--- src/dcc_pkg.sv ---
// ----------------------------------------------------------------------------
// dcc_pkg: shared types, constants and the CRC byte step
// Verdict codes, register indexes, the result record and the
// CRC-16/CCITT-FALSE byte update for the datagram frame checker.
// ----------------------------------------------------------------------------
package dcc_pkg;

	// Length counter saturation point and its width
	localparam int COUNT_LIMIT = 255;
	localparam int CNT_W       = $clog2(COUNT_LIMIT + 1);

	// CRC-16/CCITT-FALSE
	localparam logic [15:0] CRC_INIT = 16'hFFFF;
	localparam logic [15:0] CRC_POLY = 16'h1021;
	localparam logic [15:0] CRC_MSB  = 16'h8000;

	// Configuration register indexes
	localparam int          CFG_IDX_W        = 2;
	localparam int          CFG_DATA_W       = 16;
	localparam logic [1:0]  REG_CMD_PREAMBLE = 2'd0;
	localparam logic [1:0]  REG_PING_PREAMBLE = 2'd1;
	localparam logic [1:0]  REG_CMD_LENGTH   = 2'd2;
	localparam logic [1:0]  REG_PING_LENGTH  = 2'd3;

	// Verdict codes
	localparam logic [2:0] VERDICT_CMD_OK        = 3'd0;
	localparam logic [2:0] VERDICT_PING_OK       = 3'd1;
	localparam logic [2:0] VERDICT_CMD_BAD_CRC   = 3'd2;
	localparam logic [2:0] VERDICT_PING_BAD_CRC  = 3'd3;
	localparam logic [2:0] VERDICT_CMD_BAD_PRE   = 3'd4;
	localparam logic [2:0] VERDICT_PING_BAD_PRE  = 3'd5;
	localparam logic [2:0] VERDICT_UNKNOWN_SIZE  = 3'd6;
	localparam logic [2:0] VERDICT_OVERSIZED     = 3'd7;

	typedef struct packed {
		logic [15:0] command_preamble;
		logic [15:0] ping_preamble;
		logic [7:0]  command_length;
		logic [7:0]  ping_length;
	} dcc_cfg_t;

	typedef struct packed {
		logic [2:0]  verdict;
		logic [7:0]  datagram_length;
		logic [15:0] computed_crc;
		logic [15:0] received_crc;
	} dcc_result_t;

	// One byte of CRC-16/CCITT-FALSE, MSB first
	function automatic logic [15:0] crc_byte(input logic [15:0] crc_in, input logic [7:0] b);
		logic [15:0] c;
		c = crc_in ^ {b, 8'h00};
		for (int k = 0; k < 8; k++) begin
			if ((c & CRC_MSB) != 16'h0000) begin
				c = {c[14:0], 1'b0} ^ CRC_POLY;
			end else begin
				c = {c[14:0], 1'b0};
			end
		end
		return c;
	endfunction

endpackage

--- src/dcc_if.sv ---
// ----------------------------------------------------------------------------
// dcc_if: stream channels of the datagram frame checker
// Byte channel into the block and verdict channel out of it.
// ----------------------------------------------------------------------------
interface dcc_byte_if;
	logic       valid;
	logic       ready;
	logic [7:0] data_byte;
	logic       last_byte;

	modport source (output valid, output data_byte, output last_byte, input ready);
	modport sink   (input valid, input data_byte, input last_byte, output ready);
endinterface

interface dcc_verdict_if;
	logic        valid;
	logic        ready;
	logic [2:0]  verdict;
	logic [7:0]  datagram_length;
	logic [15:0] computed_crc;
	logic [15:0] received_crc;

	modport source (output valid, output verdict, output datagram_length,
		output computed_crc, output received_crc, input ready);
	modport sink   (input valid, input verdict, input datagram_length,
		input computed_crc, input received_crc, output ready);
endinterface

--- src/dcc_frame_state.sv ---
// ----------------------------------------------------------------------------
// dcc_frame_state: per-datagram running state and verdict logic
// Holds CRC, length count, first word and last two bytes; advances on
// each byte and produces the verdict of the final byte.
// ----------------------------------------------------------------------------
module dcc_frame_state (
	input  logic                clk,
	input  logic                arst_n,
	input  logic                step,
	input  logic [7:0]          data_byte,
	input  logic                last_byte,
	input  dcc_pkg::dcc_cfg_t   cfg,
	output dcc_pkg::dcc_result_t result
);
	import dcc_pkg::*;

	logic [15:0]      crc_q;
	logic [CNT_W-1:0] count_q;
	logic [15:0]      trailing_q;
	logic [15:0]      leading_q;

	logic [15:0]      crc_n;
	logic [CNT_W-1:0] count_n;
	logic [15:0]      trailing_n;
	logic [15:0]      leading_n;
	logic [15:0]      len16;

	// Next state: the byte leaving the two-byte window joins the CRC
	always_comb begin
		crc_n      = (count_q >= CNT_W'(2)) ? crc_byte(crc_q, trailing_q[7:0]) : crc_q;
		leading_n  = leading_q;
		if (count_q == '0) begin
			leading_n[7:0] = data_byte;
		end else if (count_q == CNT_W'(1)) begin
			leading_n[15:8] = data_byte;
		end
		trailing_n = {data_byte, trailing_q[15:8]};
		count_n    = (count_q < CNT_W'(COUNT_LIMIT)) ? count_q + CNT_W'(1) : count_q;
	end

	// Classify the datagram as it stands after this byte
	always_comb begin
		len16 = 16'(count_n);
		if (len16 > 16'(cfg.command_length)) begin
			result.verdict = VERDICT_OVERSIZED;
		end else if (len16 == 16'(cfg.command_length)) begin
			if (leading_n != cfg.command_preamble) begin
				result.verdict = VERDICT_CMD_BAD_PRE;
			end else if (crc_n != trailing_n) begin
				result.verdict = VERDICT_CMD_BAD_CRC;
			end else begin
				result.verdict = VERDICT_CMD_OK;
			end
		end else if (len16 == 16'(cfg.ping_length)) begin
			if (leading_n != cfg.ping_preamble) begin
				result.verdict = VERDICT_PING_BAD_PRE;
			end else if (crc_n != trailing_n) begin
				result.verdict = VERDICT_PING_BAD_CRC;
			end else begin
				result.verdict = VERDICT_PING_OK;
			end
		end else begin
			result.verdict = VERDICT_UNKNOWN_SIZE;
		end
		result.datagram_length = (len16 > 16'd255) ? 8'hFF : len16[7:0];
		result.computed_crc    = crc_n;
		result.received_crc    = trailing_n;
	end

	// Advance on each byte; clear for the next datagram after the final one
	always_ff @(posedge clk or negedge arst_n) begin
		if (!arst_n) begin
			crc_q      <= CRC_INIT;
			count_q    <= '0;
			trailing_q <= '0;
			leading_q  <= '0;
		end else if (step) begin
			if (last_byte) begin
				crc_q      <= CRC_INIT;
				count_q    <= '0;
				trailing_q <= '0;
				leading_q  <= '0;
			end else begin
				crc_q      <= crc_n;
				count_q    <= count_n;
				trailing_q <= trailing_n;
				leading_q  <= leading_n;
			end
		end
	end

endmodule

--- src/datagram_crc_classifier_unit.sv ---
// ----------------------------------------------------------------------------
// datagram_crc_classifier_unit: received datagram frame check
// Checks CRC-16/CCITT-FALSE, preamble and length of each datagram and
// reports one verdict per datagram.
// ----------------------------------------------------------------------------
// Bytes arrive one per beat on rx, the final byte of a datagram flagged by
// last_byte. Each accepted beat is registered in the input register, then the
// CRC byte update and compare logic advances the frame state; the final byte
// loads a verdict into the report output register. The block takes one byte
// per cycle; it stalls only when a new verdict is ready while the previous
// one is still waiting on report. The CRC covers every byte but the last two,
// which are read little-endian as the received CRC; the first two bytes form
// the preamble. Registers (cfg_index): 0 command preamble, 1 ping preamble,
// 2 command length (also the oversize limit), 3 ping length; write them
// while no datagram is in flight.
module datagram_crc_classifier_unit (
	input  logic                               clk,
	input  logic                               arst_n,
	dcc_byte_if.sink                           rx,
	dcc_verdict_if.source                      report,
	input  logic                               cfg_we,
	input  logic [dcc_pkg::CFG_IDX_W-1:0]      cfg_index,
	input  logic [dcc_pkg::CFG_DATA_W-1:0]     cfg_data
);
	import dcc_pkg::*;

	dcc_cfg_t    cfg_q;

	logic        valid_s1;
	logic [7:0]  byte_s1;
	logic        last_s1;
	logic        go_s1;

	dcc_result_t result;
	dcc_result_t result_q;
	logic        out_valid_q;
	logic        out_free;

	// Configuration registers
	always_ff @(posedge clk or negedge arst_n) begin
		if (!arst_n) begin
			cfg_q.command_preamble <= 16'd0;
			cfg_q.ping_preamble    <= 16'd0;
			cfg_q.command_length   <= 8'd25;
			cfg_q.ping_length      <= 8'd16;
		end else if (cfg_we) begin
			case (cfg_index)
				REG_CMD_PREAMBLE:  cfg_q.command_preamble <= cfg_data;
				REG_PING_PREAMBLE: cfg_q.ping_preamble    <= cfg_data;
				REG_CMD_LENGTH:    cfg_q.command_length   <= cfg_data[7:0];
				REG_PING_LENGTH:   cfg_q.ping_length      <= cfg_data[7:0];
				default: ;
			endcase
		end
	end

	// Stage 1 moves on unless it holds a final byte and the output is full
	assign out_free = !out_valid_q || report.ready;
	assign go_s1    = valid_s1 && (!last_s1 || out_free);
	assign rx.ready = !valid_s1 || go_s1;

	// Input register: capture each accepted beat
	always_ff @(posedge clk or negedge arst_n) begin
		if (!arst_n) begin
			valid_s1 <= 1'b0;
		end else if (rx.ready) begin
			valid_s1 <= rx.valid;
		end
	end

	always_ff @(posedge clk) begin
		if (rx.valid && rx.ready) begin
			byte_s1 <= rx.data_byte;
			last_s1 <= rx.last_byte;
		end
	end

	dcc_frame_state u_frame (
		.clk       (clk),
		.arst_n    (arst_n),
		.step      (go_s1),
		.data_byte (byte_s1),
		.last_byte (last_s1),
		.cfg       (cfg_q),
		.result    (result)
	);

	// Output register: load a verdict, drop it once taken
	always_ff @(posedge clk or negedge arst_n) begin
		if (!arst_n) begin
			out_valid_q <= 1'b0;
		end else if (go_s1 && last_s1) begin
			out_valid_q <= 1'b1;
		end else if (report.ready) begin
			out_valid_q <= 1'b0;
		end
	end

	always_ff @(posedge clk) begin
		if (go_s1 && last_s1) begin
			result_q <= result;
		end
	end

	assign report.valid           = out_valid_q;
	assign report.verdict         = result_q.verdict;
	assign report.datagram_length = result_q.datagram_length;
	assign report.computed_crc    = result_q.computed_crc;
	assign report.received_crc    = result_q.received_crc;

endmodule

--- src/flat_wrapper.sv ---
// flat-port wrapper written by rule: the top's interface ports become plain ports
module datagram_crc_classifier_unit_flat import dcc_pkg::*;
  (clk, arst_n, cfg_we, cfg_index, cfg_data, rx_valid, rx_data_byte, rx_last_byte, rx_ready, report_valid, report_verdict, report_datagram_length, report_computed_crc, report_received_crc, report_ready);
  dcc_byte_if rx_i ();
  dcc_verdict_if report_i ();
  input  logic clk;
  input  logic arst_n;
  input  logic cfg_we;
  input  logic [dcc_pkg::CFG_IDX_W-1:0] cfg_index;
  input  logic [dcc_pkg::CFG_DATA_W-1:0] cfg_data;
  input wire logic [$bits(rx_i.valid)-1:0] rx_valid;
  input wire logic [$bits(rx_i.data_byte)-1:0] rx_data_byte;
  input wire logic [$bits(rx_i.last_byte)-1:0] rx_last_byte;
  output wire logic [$bits(rx_i.ready)-1:0] rx_ready;
  output wire logic [$bits(report_i.valid)-1:0] report_valid;
  output wire logic [$bits(report_i.verdict)-1:0] report_verdict;
  output wire logic [$bits(report_i.datagram_length)-1:0] report_datagram_length;
  output wire logic [$bits(report_i.computed_crc)-1:0] report_computed_crc;
  output wire logic [$bits(report_i.received_crc)-1:0] report_received_crc;
  input wire logic [$bits(report_i.ready)-1:0] report_ready;
  assign rx_i.valid = rx_valid;
  assign rx_i.data_byte = rx_data_byte;
  assign rx_i.last_byte = rx_last_byte;
  assign rx_ready = rx_i.ready;
  assign report_valid = report_i.valid;
  assign report_verdict = report_i.verdict;
  assign report_datagram_length = report_i.datagram_length;
  assign report_computed_crc = report_i.computed_crc;
  assign report_received_crc = report_i.received_crc;
  assign report_i.ready = report_ready;
  datagram_crc_classifier_unit u_core (.clk(clk), .arst_n(arst_n), .rx(rx_i), .report(report_i), .cfg_we(cfg_we), .cfg_index(cfg_index), .cfg_data(cfg_data));
endmodule
--- config.mk ---
export PLATFORM = sky130hd
export DESIGN_NAME = datagram_crc_classifier_unit_flat
export DESIGN_NICKNAME = d
export VERILOG_FILES = /design/src/dcc_pkg.sv /design/src/dcc_if.sv /design/src/dcc_frame_state.sv /design/src/datagram_crc_classifier_unit.sv /design/src/flat_wrapper.sv
export SDC_FILE = /design/constraint.sdc
export NUM_CORES = 1
export LEC_CHECK = 0
export ABC_AREA = 1
export ABC_CLOCK_PERIOD_IN_PS = 4900
export BUFFER_PORTS_ARGS = -buffer_cell sky130_fd_sc_hd__buf_2
export CORE_UTILIZATION = 55
export CTS_CLUSTER_SIZE = 28
export DETAILED_ROUTE_END_ITERATION = 10
export GPL_TIMING_DRIVEN = 0
export HOLD_SLACK_MARGIN = 0.12
export PLACE_DENSITY = 0.73
export SKIP_CTS_REPAIR_TIMING = 1
export SYNTH_ARGS = -nofsm -noshare
export SYNTH_HDL_FRONTEND = slang
export SYNTH_SLANG_ARGS = --single-unit
--- constraint.sdc ---
create_clock -name clk -period 4.9 [get_ports clk]
set_input_delay 0.245 -clock clk [delete_from_list [all_inputs] [get_ports clk]]
set_output_delay 0.245 -clock clk [all_outputs]
set_load 0.005 [all_outputs]
Yosys cells after proc, flatten, opt, wreduce, memory -nomap -nowiden:

Cells that the tools add are included.

* input port bits: 32
* RAM bits: 0
* ROM bits: 0
* output and inout bits: 45
* memories kept: 0
* logic and storage cells: 79
* register bits after elaboration: 158
* bits in latches: 0

* bitwise operators: 9
* muxes and demuxes: 25
* equal/unequal tests: 9
* reductions and logical operators: 16
* shift operators: 0
* $mul: 0
* div/mod/pow operators: 0
* add/subtract/negate cells: 1
* magnitude comparators: 3

Operators with widths (number)
* $mux 13: 8
* $mux 16: 4
* $ne 16x16->1: 3
* $mux 8: 5
* $not 3->3: 8
* $eq 8x8->1: 2
* $xor 16x16->16: 1
* $mux 3: 4
* $add 8x1->8 const B: 1
* $eq 8x1->1 const B: 1
* $ge 8x2->1 const B: 1
* $gt 8x8->1: 1
* $logic_not 8->1: 1
* $lt 8x8->1 const B: 1
* $reduce_and 2->1: 4
* $eq 2x2->1 const B: 2
* $mux 2: 2
* $logic_and 1x1->1: 3
* $logic_not 1->1: 3
* $logic_or 1x1->1: 3
* $eq 2x1->1 const B: 1
* $logic_not 2->1: 1
* $mux 1: 2
* $reduce_bool 2->1: 1

Logic depth before layout (Yosys ltp):

Gate-level depths: netlist of run 1.

* depth in word-level cells: 23
* mapped depth: 20
* depth with buffers taken out: 20

By module:

From an unflattened synthesis of run 1, not the netlist that was laid out.

* cells, all modules: 1038
* area total of the unflattened synthesis: 8340.5 um2

By module, submodules not included
* dcc_frame_state: cells an instance 759, area each 4692.0 um2, sequential area each 1421.4 um2, times used 1
* datagram_crc_classifier_unit: cells an instance 279, area each 3648.5 um2, sequential area each 2817.7 um2, times used 1

Worst setup path before layout of run 1:

Ideal clock, no wire load.

* path type: reg-to-reg
* start: register u_core.u_frame.count_q[0]
* end: register u_core.result_q (netlist bit u_core.report.verdict[1]), data pin
* setup slack: 2283 ps
* buffers on the path: 0
* required time: 4651 ps
* setup time: 249 ps
* arrival: 2367 ps
* stages on the path, launching flop included: 19
* period minus slack after synthesis: 2617 ps
* cell sequence: dfrtp_1 > ha_1 > and3_1 > nand2_1 > nand2_1 > o21ai_1 > inv_1 > ha_1 > inv_1 > nor2_1 > o21bai_1 > a21oi_1 > or2_2 > nand2_1 > inv_1 > nor2_1 > nand2_1 > nand2_1 > inv_1

RTL lines
* start, declared: RTL line dcc_frame_state.sv:18 `logic [CNT_W-1:0] count_q;`
* start signal, assigned: RTL line dcc_frame_state.sv:85 `count_q <= count_n;`
* end signal, assigned: RTL line datagram_crc_classifier_unit.sv:101 `result_q <= result;`
* end, declared: RTL line datagram_crc_classifier_unit.sv:35 `dcc_result_t result_q;`

==> impl_metrics.tcl, run 1 <==
set metrics [dict create \
    final_util_pct 66.7 \
    firstDrtPassIters 5 \
    intPower_uw 3160 \
    via_per_inst 5.26 \
    drive_gt1_share_pct 16.1 \
    grt_usage_pct 27.0 \
    diodes 0 \
    slowest_stage "dfrtp_1" \
    synthAdderAreaFrac_pct 1.94 \
    gp_congestion 0.866 \
    fmax_ghz 0.315 \
    status "finished, final reports clean" \
    maxSlewViolCount 0 \
    root_buffer "clkbuf_16" \
    finalSetupViolCount 0 \
    antenna_found_initial 0 \
    final_cell_mix "295 x nand2_1, 133 x inv_1, 86 x dfrtp_1" \
    path_class "flop to flop" \
    critPathMaxStageDelay_ns 0.44 \
    postSynthAreaPerCell_um2 8.63 \
    crit_top_cell "nand2_1" \
    yosysSeqAreaShare_pct 54.6 \
    die_y_um 121 \
    vias 6344 \
    cts_buffers 17 \
    syn_inst 899 \
    grt_setup_unrepaired "no" \
    cap_viol_max_count 0 \
    coreArea_um2 13800 \
    die-area_um2 14600 \
    yosys.area.top_type_share_pct 27.7 \
    grt_start_max_net_pins 64 \
    drt-total-wl_um 18600 \
    tightest_slew_ns 0.895 \
    start_util_pct 56.1 \
    synthSimpleGateAreaFrac_pct 21.0 \
    critPathMaxFanout 7 \
    cts.sink_count 158 \
    final_common_cell "nand2_1" \
    rows 43 \
    wl_per_cell_um 15.4 \
    slew-limit-headroom_pct 40.2 \
    die_width_um 121 \
    first_iter_violations 593 \
    fillerInstances 1143 \
    cpLargestDelayFamily "simple AND/OR/NAND/NOR gates" \
    pre_cts_ws_ns 1.77 \
    cts_htree_levels 4 \
    p_switching_uw 1830 \
    power_leakage_uw 0.00456 \
    fin_ws_ns 1.73 \
    syn_nets 943 \
    yosys-top-cells-area "dfrtp_1 28%, edfxtp_1 20%, nand2_1 14%, dfstp_2 6.8%, inv_1 6.5%" \
    yosys_warnings 0 \
    sequentialPowerShare_pct 37.3 \
    crit_required_ns 5.09 \
    netlist_area_um2 7760 \
    drcViolationCount 0 \
    synth_top_family_by_area "simple AND/OR/NAND/NOR gates" \
    critical_path.cell_chain "ha_1, and3_1, nand2_1, o21ai_0, ha_1, nand2_1, nor4_1, inv_1, nand2_1, inv_1, nor2_1, nand2_1, nand2_1, inv_1" \
    final_hold_viol_count 0 \
    path_buf_inv 3 \
    p_clk_share_pct 28.8 \
    place_hpwl_um 12800 \
    ant_nets 0 \
    cts_tree "done" \
    regArea_um2 4240 \
    multi_input_area_um2 2880 \
    endpoint_kind "flop" \
    clkSlewWorstSetupHoldPaths_ns 0.07 \
    crit_arrival_ns 3.36 \
    worst_hold_path_type "primary input to flop" \
    synth_mux_area_share_pct 0 \
    synthXorXnorAreaFrac_pct 3.95 \
    yosys.area.top_type "dfrtp_1" \
    peakVddDrop_uv 346 \
    grt_pass1_wl_um 29600 \
    timing.final.crit_share_pct 64.7 \
    area_growth_syn_to_layout_pct 18.8 \
    synth_compound_area_share_pct 10.3 \
    pin_count 77 \
    clkLatencyLatePin_ns 0.43 \
    tns_ns 0 \
    ys_ff_latch 158 \
    swShare_pct 36.7 \
    first_global_vias 6077 \
    gr-total-overflow 0 \
    nNetsFinal 1058 \
    cts.path.max_buffers 2 \
    startpoint_type "flop" \
    min_period_ns 3.17 \
    finClkSkew_ns 0.00948 \
    power_uw 4990 \
    yosysUniqueCellTypes 35 \
    pwr-share-comb_pct 33.9 \
    whs_ns 0.0879 \
    port_buffers 76 \
    powerDensity_nw_per_um2 542 \
]
==> layout make-up <==
class | instances | area share [%]
repair buffers | 96 | 6.52
inverters | 138 | 5.65
flip-flops and latches | 158 | 46.0
plain buffers | 24 | 1.26
multi-input cells | 579 | 31.3
well taps | 180 | 2.44
clock buffers | 17 | 4.62
clock inverters | 15 | 2.27
==> final timing paths <==
path                                                    start                            end  slack, ns  cells after the start
worst max register to register      u_core.u_frame.count_q[1]       u_core.report.verdict[1]       1.73                     14
worst min-delay path                             cfg_data[15]               u_core.cfg_q[47]       0.09                      3
min in group asynchronous                              arst_n   u_core.u_frame.trailing_q[9]       0.38                      2
worst max-delay path                u_core.u_frame.count_q[1]       u_core.report.verdict[1]       1.73                     14
worst min register to register  u_core.u_frame.trailing_q[15]  u_core.report.received_crc[7]       0.46                      0
max in group asynchronous                              arst_n       u_core.u_frame.crc_q[15]       3.74                      3
==> Yosys cell counts, drive strengths merged <==
| cell | instances |
|---|---|
| ha | 12 |
| edfxtp | 52 |
| nand2 | 300 |
| o21bai | 1 |
| clkbuf | 17 |
| a21oi | 5 |
| nand3 | 43 |
| nor3 | 3 |
| xnor2 | 4 |
| o22ai | 48 |
| nand4 | 4 |
| clkinv | 1 |
| a22oi | 5 |
| and3 | 1 |
| nor4 | 1 |
| o211ai | 2 |
| o21ai | 73 |
| or2 | 4 |
| dfstp | 20 |
| inv | 137 |
| buf | 7 |
| nand3b | 3 |
| dfrtp | 86 |
| nor2 | 39 |
| xor2 | 31 |
==> sequential cells by signal, indices dropped and copies added (netlist names) <==
name	cells
u_core.u_frame.crc_q	16
u_core.report.computed_crc	16
u_core.u_frame.count_q	8
u_core.report.datagram_length	8
u_core.u_frame.trailing_q	16
u_core.report.valid	1
u_core.valid_s1	1
u_core.cfg_q	48
u_core.report.received_crc	16
u_core.report.verdict	3
u_core.last_s1	1
u_core.u_frame.leading_q	16
u_core.byte_s1	8
==> power groups by stage <==
stage	sequential, µW	combinational (µW)	clock (µW)
CTS	1860	1670	1440
global placement	1880	1610	0
global route	1890	1930	1490
finish	1860	1690	1440
detailed placement	1880	1660	0
floorplan	1850	1240	0
==> layer usage <==
metal | track usage (%) | share of wire (%) | wire (µm) | up-vias
met1 | 33.3 | 43 | 7970 | 3000
met3 | 5.19 | 4.0 | 741 | 47
met4 | 11.8 | 2.9 | 532 | 0
li1 | - | - | - | 3132
met5 | 0 | 0 | 0 | -
met2 | 46.1 | 50 | 9310 | 165
==> cell families after synthesis <==
family,after synthesis
and+or+nand+nor,398
buffers and inverters,162
xor gates and xnor gates,35
AOI/OAI and AO/OA,134
adders and majority gates,12
DFF,158
==> worst reg2reg max path, delay by kind of cell (launching register included) <==
family | cells | cell delay (ns)
AOI/OAI and AO/OA | 1 | 0.35
buffers and inverters | 3 | 0.24
DFF | 1 | 0.44
and+or+nand+nor | 8 | 1.26
adders and majority gates | 2 | 0.65
==> per-stage QoR <==
step,instances,instance area (µm²)
2_1_floorplan,899,7760
3_3_place_gp,1155,8360
3_5_place_dp,1156,8390
4_1_cts,1188,9030
5_1_grt,1207,9220
6_report,1207,9220
(Power assumes the default switching activity.)
==> inputs of run 2 (changes only) <==
--- a/config.mk
+++ b/config.mk
@@ -6,14 +6,14 @@
 export NUM_CORES = 1
 export LEC_CHECK = 0
 export ABC_AREA = 1
-export ABC_CLOCK_PERIOD_IN_PS = 4900
+export ABC_CLOCK_PERIOD_IN_PS = 2850
 export BUFFER_PORTS_ARGS = -buffer_cell sky130_fd_sc_hd__buf_2
-export CORE_UTILIZATION = 55
+export CORE_UTILIZATION = 54
 export CTS_CLUSTER_SIZE = 28
 export DETAILED_ROUTE_END_ITERATION = 10
 export GPL_TIMING_DRIVEN = 0
 export HOLD_SLACK_MARGIN = 0.12
-export PLACE_DENSITY = 0.73
+export PLACE_DENSITY = 0.75
 export SKIP_CTS_REPAIR_TIMING = 1
 export SYNTH_ARGS = -nofsm -noshare
 export SYNTH_HDL_FRONTEND = slang
==> constraint.sdc (replaced) <==
create_clock -name clk -period 2.85 [get_ports clk]
set_input_delay 0.1425 -clock clk [delete_from_list [all_inputs] [get_ports clk]]
set_output_delay 0.1425 -clock clk [all_outputs]
set_load 0.005 [all_outputs]
==> run 2 against run 1 <==
- core utilization up 0.95 points
- critical endpoint unchanged
- flip-flop and latch count unchanged
- total power up 69%
- cell area up 2.2%
- largest power group unchanged
- sequential share of layout area down 0.98 points
- the run now ends with negative setup slack left
- global-route usage down 0.78 points
- count of clock-buffer cells in the layout up 1
==> impl_metrics.tcl, run 2 (synthesis gave the netlist of run 1 again) <==
set metrics [dict create \
    coreArea_um2 13900 \
    final_cells 1227 \
    dp_cells 1156 \
    place_hpwl_um 12700 \
    startpoint "u_core.u_frame.count_q[1]" \
    pwr-share-comb_pct 35.3 \
    grt_use_met1_pct 32.3 \
    grt_pass1_wl_um 29000 \
    port_buffers 76 \
    drcViolationCount 0 \
    via_per_inst 5.26 \
    cap_viol_max_count 0 \
    peakVddDrop_uv 573 \
    grt_setup_unrepaired "yes" \
    slew-limit-headroom_pct 34.2 \
    die_y_um 122 \
    nNetsFinal 1078 \
    firstDrtPassIters 5 \
    diodes 0 \
    fin_area_um2 9420 \
    fin_ws_ns -0.0150 \
    grt_busiest_layer "met2" \
    path_buf_inv 4 \
    r2r_start "u_core.u_frame.count_q[1]" \
    timing.final.crit_share_pct 101 \
    top_register "u_core.cfg_q" \
    endpoint_kind "flop" \
    met3_usage_pct 5.01 \
    swShare_pct 37.3 \
    die-area_um2 14800 \
    largest_reg_flops 48 \
    violations "negative setup slack" \
    first_iter_violations 551 \
    crit_arrival_ns 3.06 \
    finClkSkew_ns 0.00900 \
    gp_congestion 0.882 \
    final_common_cell "nand2_1" \
    cts_tree "done" \
    grtUsageMet2_pct 45.4 \
    final_cell_mix "290 x nand2_1, 131 x inv_1, 85 x dfrtp_1" \
    powerDensity_nw_per_um2 893 \
    p_switching_uw 3140 \
    pin_count 77 \
    intPower_uw 5280 \
    clkSlewWorstSetupHoldPaths_ns 0.06 \
    maxSlewViolCount 0 \
    regToRegSetupSlack_ns -0.02 \
    gr-total-overflow 0 \
    sequentialPowerShare_pct 38.2 \
    cts.path.max_buffers 2 \
    start_util_pct 55.7 \
    cts_htree_levels 4 \
    area_growth_syn_to_layout_pct 21.5 \
    grt_usage_pct 26.2 \
    root_buffer "clkbuf_16" \
    critical_path.cell_chain "ha_2, and3_2, nand2_4, buf_4, nand2_2, ha_1, nand4_1, nor4_2, inv_1, nand2_1, inv_1, nor2_2, nand2_1, nand2_1, inv_1" \
    drive_gt1_share_pct 18.4 \
    ant_nets 0 \
    worst_hold_path_type "primary input to flop" \
    placed_area_um2 8390 \
    tightest_slew_ns 0.983 \
    vias 6451 \
    finalSetupViolCount 1 \
    cts_buffers 17 \
    slowest_stage "dfrtp_2" \
    critPathMaxFanout 7 \
    critPathMaxStageDelay_ns 0.44 \
    status "finished, violations left" \
    p_clk_share_pct 26.5 \
    min_period_ns 2.87 \
    antenna_found_initial 0 \
    endpoint "u_core.report.verdict[1]" \
    grt_start_max_net_pins 55 \
    final_hold_viol_count 0 \
    cpLargestDelayFamily "simple AND/OR/NAND/NOR gates" \
    fmax_ghz 0.349 \
    wl_per_cell_um 15.4 \
    path_depth 15 \
    crit_required_ns 3.05 \
    first_global_vias 5942 \
    r2r_cells 15 \
    die_width_um 122 \
    drt-total-wl_um 18900 \
    path_class "flop to flop" \
    r2r-end "u_core.report.verdict[1]" \
    clkLatencyLatePin_ns 0.44 \
    power_leakage_uw 0.00464 \
    startpoint_type "flop" \
    rows 43 \
    cts.sink_count 158 \
]
run 2: worst min-delay path by stage:
stage,start,to,cells past startpoint
after detailed placement,arst_n,u_core.cfg_q[15],1
after floorplan,arst_n,u_core.cfg_q[0],0
final,cfg_we,u_core.cfg_q[32],4
after global placement,rx_data_byte[4],u_core.byte_s1[4],1
after global routing,cfg_we,u_core.cfg_q[32],4
after CTS,arst_n,u_core.cfg_q[15],1
run 2: metal layers:
layer,vias to the layer above,wire length (µm),part of all wire (%)
met4,0,411,2.2
met1,3081,7970,42
met5,-,0,0
met2,162,9740,52
met3,40,757,4.0
li1,3168,-,-
run 2: layout make-up:
| class | instances | area, µm² |
|---|---|---|
| tap | 180 | 225 |
| fill | 1156 | 4510 |
| timing repair buffer | 116 | 773 |
| multi-input combinational | 579 | 2970 |
| clock inverter | 14 | 143 |
| buffer | 24 | 116 |
| inverter | 138 | 523 |
| sequential | 158 | 4240 |
| clock buffer | 18 | 429 |
run 2: worst reg2reg max path: stages (launching register included):
cell and delay, ns:
dfrtp_2 0.44, ha_2 0.21, and3_2 0.21, nand2_4 0.13, buf_4 0.13, nand2_2 0.10, ha_1 0.30, nand4_1 0.14
nor4_2 0.35, inv_1 0.12, nand2_1 0.10, inv_1 0.05, nor2_2 0.14, nand2_1 0.07, nand2_1 0.09, inv_1 0.05
run 2: stage by stage:
stage / power [µW] / util, % / setup WS, ns / setup TNS [ns] / hold WS, ns
5_1_grt: 8960 / 67.6 / -0.229 / -0.421 / 0.204
4_1_cts: 8320 / 64.3 / -0.283 / -0.579 / -0.226
3_3_place_gp: 6000 / 60.0 / -0.431 / -18.61 / 0.320
6_report: 8420 / 67.6 / -0.0150 / -0.0150 / 0.124
3_5_place_dp: 6090 / 60.2 / -0.262 / -0.513 / 0.231
2_1_floorplan: 5310 / - / 0.233 / 0 / -0.153
run 2: power by group through the flow:
stage | Combinational, µW | Sequential (µW) | Clock (µW)
6_report | 2970 | 3210 | 2230
5_1_grt | 3370 | 3260 | 2330
4_1_cts | 2880 | 3210 | 2240
3_5_place_dp | 2850 | 3240 | 0
3_3_place_gp | 2770 | 3230 | 0
2_1_floorplan | 2130 | 3180 | 0
